[config.mk]
export PLATFORM = sky130hd
export DESIGN_NAME = font_unicode_table_parser_unit_flat
export DESIGN_NICKNAME = d
export VERILOG_FILES = /design/src/rtl/fut_pkg.sv /design/src/rtl/fut_stream_if.sv /design/src/rtl/font_unicode_table_parser_unit.sv /design/src/flat_wrapper.sv
export SDC_FILE = /design/constraint.sdc
export NUM_CORES = 1
export LEC_CHECK = 0
export BUFFER_PORTS_ARGS = -buffer_cell sky130_fd_sc_hd__buf_2
export CAP_MARGIN = 20
export CORE_UTILIZATION = 46
export DETAILED_ROUTE_END_ITERATION = 10
export GPL_TIMING_DRIVEN = 0
export HOLD_SLACK_MARGIN = 0.08
export MAX_ROUTING_LAYER = met4
export PLACE_DENSITY = 0.67
export REMOVE_ABC_BUFFERS = 1
export SLEW_MARGIN = 20
export SYNTH_ARGS = -nofsm -noshare
export SYNTH_HDL_FRONTEND = slang
export SYNTH_SLANG_ARGS = --single-unit
[constraint.sdc]
create_clock -name clk_i -period 7.6 [get_ports clk_i]
set_input_delay 0.38 -clock clk_i [delete_from_list [all_inputs] [get_ports clk_i]]
set_output_delay 0.38 -clock clk_i [all_outputs]
set_load 0.01 [all_outputs]
[src/rtl/fut_pkg.sv]
// Shared types for the font unicode table parser.
// Payload types for the byte, map-entry and config channels; no dependencies.
package fut_pkg;

  localparam int unsigned GLYPH_CNT_W = 17;
  localparam int unsigned CP_W        = 21;
  localparam int unsigned GLYPH_IDX_W = 16;

  typedef struct packed {
    logic [7:0] table_byte;
    logic       end_of_table;
  } tbl_beat_t;

  typedef struct packed {
    logic                   entry_valid;
    logic [CP_W-1:0]        codepoint;
    logic [GLYPH_IDX_W-1:0] glyph_index;
    logic                   done_res;
    logic [CP_W-1:0]        peak_codepoint;
  } map_beat_t;

  typedef logic [GLYPH_CNT_W-1:0] glyph_cnt_t;

endpackage

[src/rtl/fut_stream_if.sv]
// Valid/ready channel interfaces for the font unicode table parser.
// Depends on fut_pkg for the payload types.
interface fut_in_if;
  logic              valid;
  logic              ready;
  fut_pkg::tbl_beat_t payload;
  modport source (output valid, output payload, input ready);
  modport sink   (input valid, input payload, output ready);
endinterface

interface fut_out_if;
  logic              valid;
  logic              ready;
  fut_pkg::map_beat_t payload;
  modport source (output valid, output payload, input ready);
  modport sink   (input valid, input payload, output ready);
endinterface

interface fut_cfg_if;
  logic               valid;
  logic               ready;
  fut_pkg::glyph_cnt_t payload;
  modport source (output valid, output payload, input ready);
  modport sink   (input valid, input payload, output ready);
endinterface

[src/rtl/font_unicode_table_parser_unit.sv]
// Top level of the font unicode table parser: UTF-8 decoder, glyph counter, result skid.
// Depends on fut_pkg and the channel interfaces in fut_stream_if.sv.
//
// Usage:
//   tbl_i carries one table byte per beat plus an end_of_table flag.
//   map_o carries a beat for every valid decoded character (entry_valid = 1)
//   and one for the last table byte (done_res = 1, peak_codepoint final).
//   Bytes that complete nothing and are not the last produce no beat.
//   cfg_i writes glyph_count, always ready; user must write it while idle; unchecked.
// Timing:
//   One byte per cycle while the skid register is empty; the decoder state
//   updates when a byte is accepted and its result is registered in the map_o
//   output register (or the skid register). The decoder state loop holds the
//   partial codepoint, pending count and glyph counter.
// Stall:
//   map_o has an output register plus a one-beat skid register; tbl_i
//   drops ready only while the skid register holds a beat.
// Reset:
//   rst_ni clears all parse state and sets glyph_count to 256. After a
//   last byte the parse state returns to reset; glyph_count is kept.
module font_unicode_table_parser_unit #(
  parameter int unsigned MAX_GLYPHS = 65536
) (
  input  logic          clk_i,
  input  logic          rst_ni,
  fut_in_if.sink        tbl_i,
  fut_out_if.source     map_o,
  fut_cfg_if.sink       cfg_i
);

  localparam int unsigned GcW  = fut_pkg::GLYPH_CNT_W;
  localparam int unsigned CpW  = fut_pkg::CP_W;
  localparam int unsigned LimW = $clog2(MAX_GLYPHS + 1);
  localparam int unsigned CmpW = (LimW > GcW) ? LimW : GcW;

  localparam logic [7:0] BYTE_NUL = 8'h00;
  localparam logic [7:0] BYTE_SEP = 8'hFF;
  localparam logic [7:0] BYTE_SEQ = 8'hFE;

  localparam logic [1:0] LEN_TWO   = 2'd2;
  localparam logic [1:0] LEN_THREE = 2'd3;
  localparam logic [1:0] LEN_FOUR  = 2'd0;

  localparam logic [GcW-1:0] GLYPH_CNT_RST = GcW'(256);

  function automatic logic char_ok(input logic [CpW-1:0] cp, input logic [1:0] len);
    logic ok;
    ok = 1'b1;
    if (len == LEN_TWO   && cp < CpW'(24'h80))    ok = 1'b0;
    if (len == LEN_THREE && cp < CpW'(24'h800))   ok = 1'b0;
    if (len == LEN_FOUR  && cp < CpW'(24'h10000)) ok = 1'b0;
    if (cp >= CpW'(24'hD800) && cp <= CpW'(24'hDFFF)) ok = 1'b0;
    if (cp > CpW'(24'h10FFFF)) ok = 1'b0;
    return ok;
  endfunction

  // config
  logic [GcW-1:0] glyph_count_q;

  assign cfg_i.ready = 1'b1;

  always_ff @(posedge clk_i or negedge rst_ni) begin
    if (!rst_ni) begin
      glyph_count_q <= GLYPH_CNT_RST;
    end else if (cfg_i.valid) begin
      glyph_count_q <= cfg_i.payload;
    end
  end

  // parse state
  logic [1:0]     bytes_pending_q, bytes_pending_d;
  logic [1:0]     seq_len_q, seq_len_d;
  logic [CpW-1:0] partial_cp_q, partial_cp_d;
  logic [GcW-1:0] glyph_cnt_q, glyph_cnt_d;
  logic           skipping_q, skipping_d;
  logic           stopped_q, stopped_d;
  logic [CpW-1:0] largest_cp_q, largest_cp_d;

  // output register and skid
  logic                out_valid_q, out_valid_d;
  fut_pkg::map_beat_t  out_q, out_d;
  logic                skid_valid_q, skid_valid_d;
  fut_pkg::map_beat_t  skid_q, skid_d;

  logic                accept;
  logic                out_fire;
  logic                res_valid;
  fut_pkg::map_beat_t  res;

  logic [7:0]     b;
  logic           last;
  logic           at_limit;
  logic           emit;
  logic [CpW-1:0] cp;
  logic [CpW-1:0] cont_cp;

  assign tbl_i.ready = !skid_valid_q;
  assign accept      = tbl_i.valid && tbl_i.ready;
  assign out_fire    = out_valid_q && map_o.ready;

  assign b    = tbl_i.payload.table_byte;
  assign last = tbl_i.payload.end_of_table;

  assign at_limit = (CmpW'(glyph_cnt_q) >= CmpW'(glyph_count_q)) ||
                    (CmpW'(glyph_cnt_q) >= CmpW'(MAX_GLYPHS));
  assign cont_cp  = {partial_cp_q[CpW-7:0], b[5:0]};

  always_comb begin
    bytes_pending_d = bytes_pending_q;
    seq_len_d       = seq_len_q;
    partial_cp_d    = partial_cp_q;
    glyph_cnt_d     = glyph_cnt_q;
    skipping_d      = skipping_q;
    stopped_d       = stopped_q || at_limit;
    largest_cp_d    = largest_cp_q;
    emit            = 1'b0;
    cp              = '0;

    if (!stopped_d) begin
      if (skipping_q) begin
        if (b == BYTE_SEP) begin
          skipping_d  = 1'b0;
          glyph_cnt_d = glyph_cnt_q + GcW'(1);
        end
      end else if (bytes_pending_q != 2'd0 && b[7:6] == 2'b10) begin
        partial_cp_d    = cont_cp;
        bytes_pending_d = bytes_pending_q - 2'd1;
        if (bytes_pending_q == 2'd1 && char_ok(cont_cp, seq_len_q)) begin
          emit = 1'b1;
          cp   = cont_cp;
        end
      end else begin
        // lead position; a broken continuation drops the partial character
        if (bytes_pending_q != 2'd0) begin
          bytes_pending_d = 2'd0;
          partial_cp_d    = '0;
        end
        priority if (b == BYTE_NUL) begin
          stopped_d = 1'b1;
        end else if (b == BYTE_SEP) begin
          glyph_cnt_d = glyph_cnt_q + GcW'(1);
        end else if (b == BYTE_SEQ) begin
          skipping_d = 1'b1;
        end else if (!b[7]) begin
          emit = 1'b1;
          cp   = CpW'(b);
        end else if (b >= 8'hC2 && b <= 8'hDF) begin
          partial_cp_d    = CpW'(b[4:0]);
          bytes_pending_d = 2'd1;
          seq_len_d       = LEN_TWO;
        end else if (b >= 8'hE0 && b <= 8'hEF) begin
          partial_cp_d    = CpW'(b[3:0]);
          bytes_pending_d = 2'd2;
          seq_len_d       = LEN_THREE;
        end else if (b >= 8'hF0 && b <= 8'hF4) begin
          partial_cp_d    = CpW'(b[2:0]);
          bytes_pending_d = 2'd3;
          seq_len_d       = LEN_FOUR;
        end else begin
          // invalid lead byte: dropped
        end
      end
    end

    if (emit && cp > largest_cp_q) begin
      largest_cp_d = cp;
    end

    res_valid          = emit || last;
    res.entry_valid    = emit;
    res.codepoint      = emit ? cp : '0;
    res.glyph_index    = emit ? glyph_cnt_d[fut_pkg::GLYPH_IDX_W-1:0] : '0;
    res.done_res       = last;
    res.peak_codepoint = largest_cp_d;

    if (last) begin
      bytes_pending_d = 2'd0;
      seq_len_d       = 2'd0;
      partial_cp_d    = '0;
      glyph_cnt_d     = '0;
      skipping_d      = 1'b0;
      stopped_d       = 1'b0;
      largest_cp_d    = '0;
    end
  end

  always_ff @(posedge clk_i or negedge rst_ni) begin
    if (!rst_ni) begin
      bytes_pending_q <= 2'd0;
      seq_len_q       <= 2'd0;
      partial_cp_q    <= '0;
      glyph_cnt_q     <= '0;
      skipping_q      <= 1'b0;
      stopped_q       <= 1'b0;
      largest_cp_q    <= '0;
    end else if (accept) begin
      bytes_pending_q <= bytes_pending_d;
      seq_len_q       <= seq_len_d;
      partial_cp_q    <= partial_cp_d;
      glyph_cnt_q     <= glyph_cnt_d;
      skipping_q      <= skipping_d;
      stopped_q       <= stopped_d;
      largest_cp_q    <= largest_cp_d;
    end
  end

  // result beat goes to the output register when it is free, else to the skid
  always_comb begin
    out_valid_d  = out_valid_q;
    out_d        = out_q;
    skid_valid_d = skid_valid_q;
    skid_d       = skid_q;
    if (skid_valid_q) begin
      if (out_fire) begin
        out_valid_d  = 1'b1;
        out_d        = skid_q;
        skid_valid_d = 1'b0;
      end
    end else if (!out_valid_q || out_fire) begin
      out_valid_d = accept && res_valid;
      out_d       = res;
    end else if (accept && res_valid) begin
      skid_valid_d = 1'b1;
      skid_d       = res;
    end
  end

  always_ff @(posedge clk_i or negedge rst_ni) begin
    if (!rst_ni) begin
      out_valid_q  <= 1'b0;
      skid_valid_q <= 1'b0;
    end else begin
      out_valid_q  <= out_valid_d;
      skid_valid_q <= skid_valid_d;
    end
  end

  always_ff @(posedge clk_i) begin
    out_q  <= out_d;
    skid_q <= skid_d;
  end

  assign map_o.valid   = out_valid_q;
  assign map_o.payload = out_q;

endmodule
[src/flat_wrapper.sv]
// flat-port wrapper written by rule: the top's interface ports become plain ports
module font_unicode_table_parser_unit_flat 
#(
  parameter int unsigned MAX_GLYPHS = 65536
)
  (clk_i, rst_ni, tbl_i_valid, tbl_i_payload, tbl_i_ready, map_o_valid, map_o_payload, map_o_ready, cfg_i_valid, cfg_i_payload, cfg_i_ready);
  fut_in_if tbl_i_i ();
  fut_out_if map_o_i ();
  fut_cfg_if cfg_i_i ();
  input  logic clk_i;
  input  logic rst_ni;
  input wire logic [$bits(tbl_i_i.valid)-1:0] tbl_i_valid;
  input wire logic [$bits(tbl_i_i.payload)-1:0] tbl_i_payload;
  output wire logic [$bits(tbl_i_i.ready)-1:0] tbl_i_ready;
  output wire logic [$bits(map_o_i.valid)-1:0] map_o_valid;
  output wire logic [$bits(map_o_i.payload)-1:0] map_o_payload;
  input wire logic [$bits(map_o_i.ready)-1:0] map_o_ready;
  input wire logic [$bits(cfg_i_i.valid)-1:0] cfg_i_valid;
  input wire logic [$bits(cfg_i_i.payload)-1:0] cfg_i_payload;
  output wire logic [$bits(cfg_i_i.ready)-1:0] cfg_i_ready;
  assign tbl_i_i.valid = tbl_i_valid;
  assign tbl_i_i.payload = tbl_i_payload;
  assign tbl_i_ready = tbl_i_i.ready;
  assign map_o_valid = map_o_i.valid;
  assign map_o_payload = map_o_i.payload;
  assign map_o_i.ready = map_o_ready;
  assign cfg_i_i.valid = cfg_i_valid;
  assign cfg_i_i.payload = cfg_i_payload;
  assign cfg_i_ready = cfg_i_i.ready;
  font_unicode_table_parser_unit #(.MAX_GLYPHS(MAX_GLYPHS)) u_core (.clk_i(clk_i), .rst_ni(rst_ni), .tbl_i(tbl_i_i), .map_o(map_o_i), .cfg_i(cfg_i_i));
endmodule
==> metrics.md <==
| Metric | Value |
|---|---|
| Clock latency on the worst-skew pair | 430 ps |
| Final Slew Violations | 0 |
| Final period utilization | 84.4% |
| Die ar. | 21,600 um^2 |
| R2R Path End | u_core.map_o.payload[20] |
| Largest cells by area after synthesis | edfxtp_1, dfrtp_1, o21ai_0 |
| Xor and xnor area share after synthesis | 1.45% |
| ANT cells | 0 |
| CP Launch Type | flop |
| Post-DR vias/cell | 5.55 |
| GP Congestion | 0.872 |
| Adder-cell share of the synthesized area | 5.05% |
| Clock-pin slew on the worst setup and hold paths | 70 ps |
| CP cell instances | ha_1 -> nand4_1 -> o21ai_0 -> or3_1 -> a211o_1 -> nor3_2 -> nand2_1 -> inv_1 -> ha_1 -> a21o_1 -> a21o_1 -> a21oi_1 -> o21ai_0 -> a31oi_1 -> a21boi_0 -> or3_1 -> o21ai_0 -> mux2_2 |
| Clk_skew | 10.3 ps |
| Worst Hold Endpoint | u_core.glyph_count_q[10] |
| Worst slew margin | 25.3% |
| Num Clock Sinks | 198 |
| Post-synthesis mux area share | 3.32% |
| Max-Cap Viols | 0 |
| Fmax | 156 MHz |
| Design area | 11,100 um^2 |
| Worst hold path class | in -> reg |
| Period minus WS final | 6420 ps |
| Leakage Power | 4.84 nW |
| Final hold vios | 0 |
| CTS Buf Count | 17 |
| Ys Warns | 0 |
| Worst r2r src | u_core.glyph_cnt_q[14] |
| FFs w/ async S/R, synth | 39.4% |
| Slowest cell on crit path | or3_1 |
| Congestion Overflow GR | 0 |
| Flops & latches, synth | 198 |
| Cts repair resizes | 0 |
| Post-CTS Setup Bufs | 0 |
| Layout Cells excl Fill | 1,241 |
| Initial DRC Count | 518 |
| Routed len/inst | 16.9 um |
| Share of cells above drive strength 1 | 18.0% |
| Setup crit end kind | flop |
| Syn Std Cell Area | 9650 um^2 |
| Post-synthesis simple-gate area fraction | 10.9% |
| Critical path's largest stage delay | 770 ps |
| Compound-cell area share of the yosys netlist | 16.4% |
| Via count | 6,887 |
| TritonCTS clock tree | built |
| Hold Path Origin | cfg_i_payload[10] |
| H-tree levels | 4 |
| Area grow syn2layout | 15.3% |
| Final ANT Viol Nets | 0 |
| Main flop type after synthesis | edfxtp_1 |
| Worst Path Max Fanout | 24 |
| Placed inst area | 10,500 um^2 |
| DP Wirelength | 14,400 um |
| CP arrival | 6600 ps |
| Worst Path Class, Setup | reg -> reg |
| RSZ-0062 raised after global routing | false |
| Final wirelength | 20,900 um |
| Worst Max-Slew Pin Slew | 1120 ps |
| GRT Total Usage | 20.5% |
| Initial Utilization | 47.3% |
| IO Pins | 94 |
| FP Rows | 52 |
| Syn avg cell area | 11.0 um^2 |
| Worst Reg2Reg Path Length in Cells | 18 |
| Clock tree buffer depth | 2 |
| Synth cell count leaders | nand2_1, edfxtp_1, o21ai_0, inv_1, dfrtp_1 |
| Maximum vdd ir drop | 0.000162 V |
| Post-synth EDFFs | 120 |
| Die width | 147 um |
| Crit path launch | u_core.glyph_cnt_q[14] |
| Core ar. | 20,400 um^2 |
| Reg2reg setup slack | 1180 ps |
| Most common cell on crit path | o21ai_0 |
| Area share of the largest cell type after synthesis | 37.3% |
| Cell taking the most area after synthesis | edfxtp_1 |
| Cts hold-fix bufs | 1 |
| Outcome | finished clean |
| Worst EP required | 7780 ps |
| Port-buffer cells | 92 |
| Die Height | 147 um |
| Largest family of logic cells by synthesized area | compound AO/OA/AOI/OAI gates |
| Dpl cells | 1,210 |
| Drt pass-1 iters | 5 |
| Cell chosen for the clock root | clkbuf_16 |
| DRC viols | 0 |
| First-pass GRT wire length | 33,700 um |
| Number of global-route vias before repair | 6,438 |
| Initial antenna violation count | 0 |
| Yosys cell types | 66 |
| Power Density | 301 nW/um^2 |
| Sequential area share after synthesis | 57.6% |
| WHS Path Cells | 3 |
| Synthesized instance count | 879 |
| Hold WS | 156 ps |
| Pwr Total | 0.00335 W |
| Most frequent cell after synthesis | nand2_1 |
| Final setup violation count | 0 |
| Largest net degree at the start of global routing | 57 |
| Layout net count | 1,030 |
-- worst max-delay path: cells and delay by family, from the launching register on --
family | cells | cell delay, ps
simple gates | 5 | 2360
buf+inv | 1 | 150
compound gates | 9 | 2260
flops | 1 | 460
mux | 1 | 330
fa+ha+maj | 2 | 610
-- metal layers --
metal | track usage [%] | part of all wire [%]
met2 | 31.2 | 46
met1 | 28.1 | 48
met5 | - | 0
met3 | 3.14 | 4.6
met4 | 7.24 | 1.8
-- final cells by class --
cell class              count  area (um^2)
well taps                 270          338
multi-input cells         552         3640
flip-flops and latches    198         5560
repair buffers            107          678
clock inverters            12          178
fillers                  1759         9290
clock buffers              18          429
inverters                  84          315
-- cell families after synthesis --
kind of cell / after synthesis
AOI/OAI and AO/OA: 237
other: 1
DFF: 198
muxes: 25
adders and majority gates: 39
xor gates and xnor gates: 16
and+or+nand+nor: 234
buffers and inverters: 129
-- per-stage QoR --
step	util (%)	setup WS (ps)	setup TNS [ps]
CTS	54.5	1200	0
finish	54.5	1180	0
detailed placement	51.5	1250	0
floorplan	-	-306	-18360
global route	54.5	644	0
global placement	50.2	-3330	-304650
-- flip-flops by register name, summed over array words and instances (netlist names) --
register,count
u_core.bytes_pending_q,2
u_core.map_o.payload,60
u_core.skid_valid_q,1
u_core.stopped_q,1
u_core.skid_q,60
u_core.glyph_cnt_q,17
u_core.glyph_count_q,17
u_core.seq_len_q,2
u_core.skipping_q,1
u_core.partial_cp_q,15
u_core.largest_cp_q,21
u_core.map_o.valid,1
-- worst max-delay path by stage --
stage | to | slack, ps | cells past startpoint
detailed placement | u_core.map_o.payload[20] | 1250 | 18
CTS | u_core.map_o.payload[20] | 1200 | 18
global route | u_core.map_o.payload[20] | 640 | 18
floorplan | u_core.skid_q[0] | -310 | 9
global placement | u_core.skid_q[53] | -3330 | 9
finish | u_core.map_o.payload[20] | 1180 | 18
-- report_power, final --
group	internal [W]	switching [W]	leakage, nW	total (W)
clock network	0.000550	0.000396	0.297	0.000946
logic	0.000330	0.000535	2.31	0.000865
registers	0.00143	0.000104	2.23	0.00154
total	0.00231	0.00103	4.84	0.00335
-- cells in the final DEF, fill, tap and decap left out, types with 12 or more instances in the layout --
master | netlist | layout
a22o_1 | 14 | 14
ha_1 | 39 | 39
inv_1 | 83 | 83
nand2_1 | 125 | 125
nand3_1 | 13 | 13
mux2_2 | 12 | 12
o21ai_0 | 100 | 98
a21oi_1 | 16 | 16
buf_2 | 3 | 91
edfxtp_1 | 120 | 120
dfrtp_1 | 77 | 76
o31ai_1 | 31 | 31
a32oi_1 | 12 | 12
nor2_1 | 36 | 35
clkbuf_16 | 0 | 17
Power figures use the tool's default switching activity.
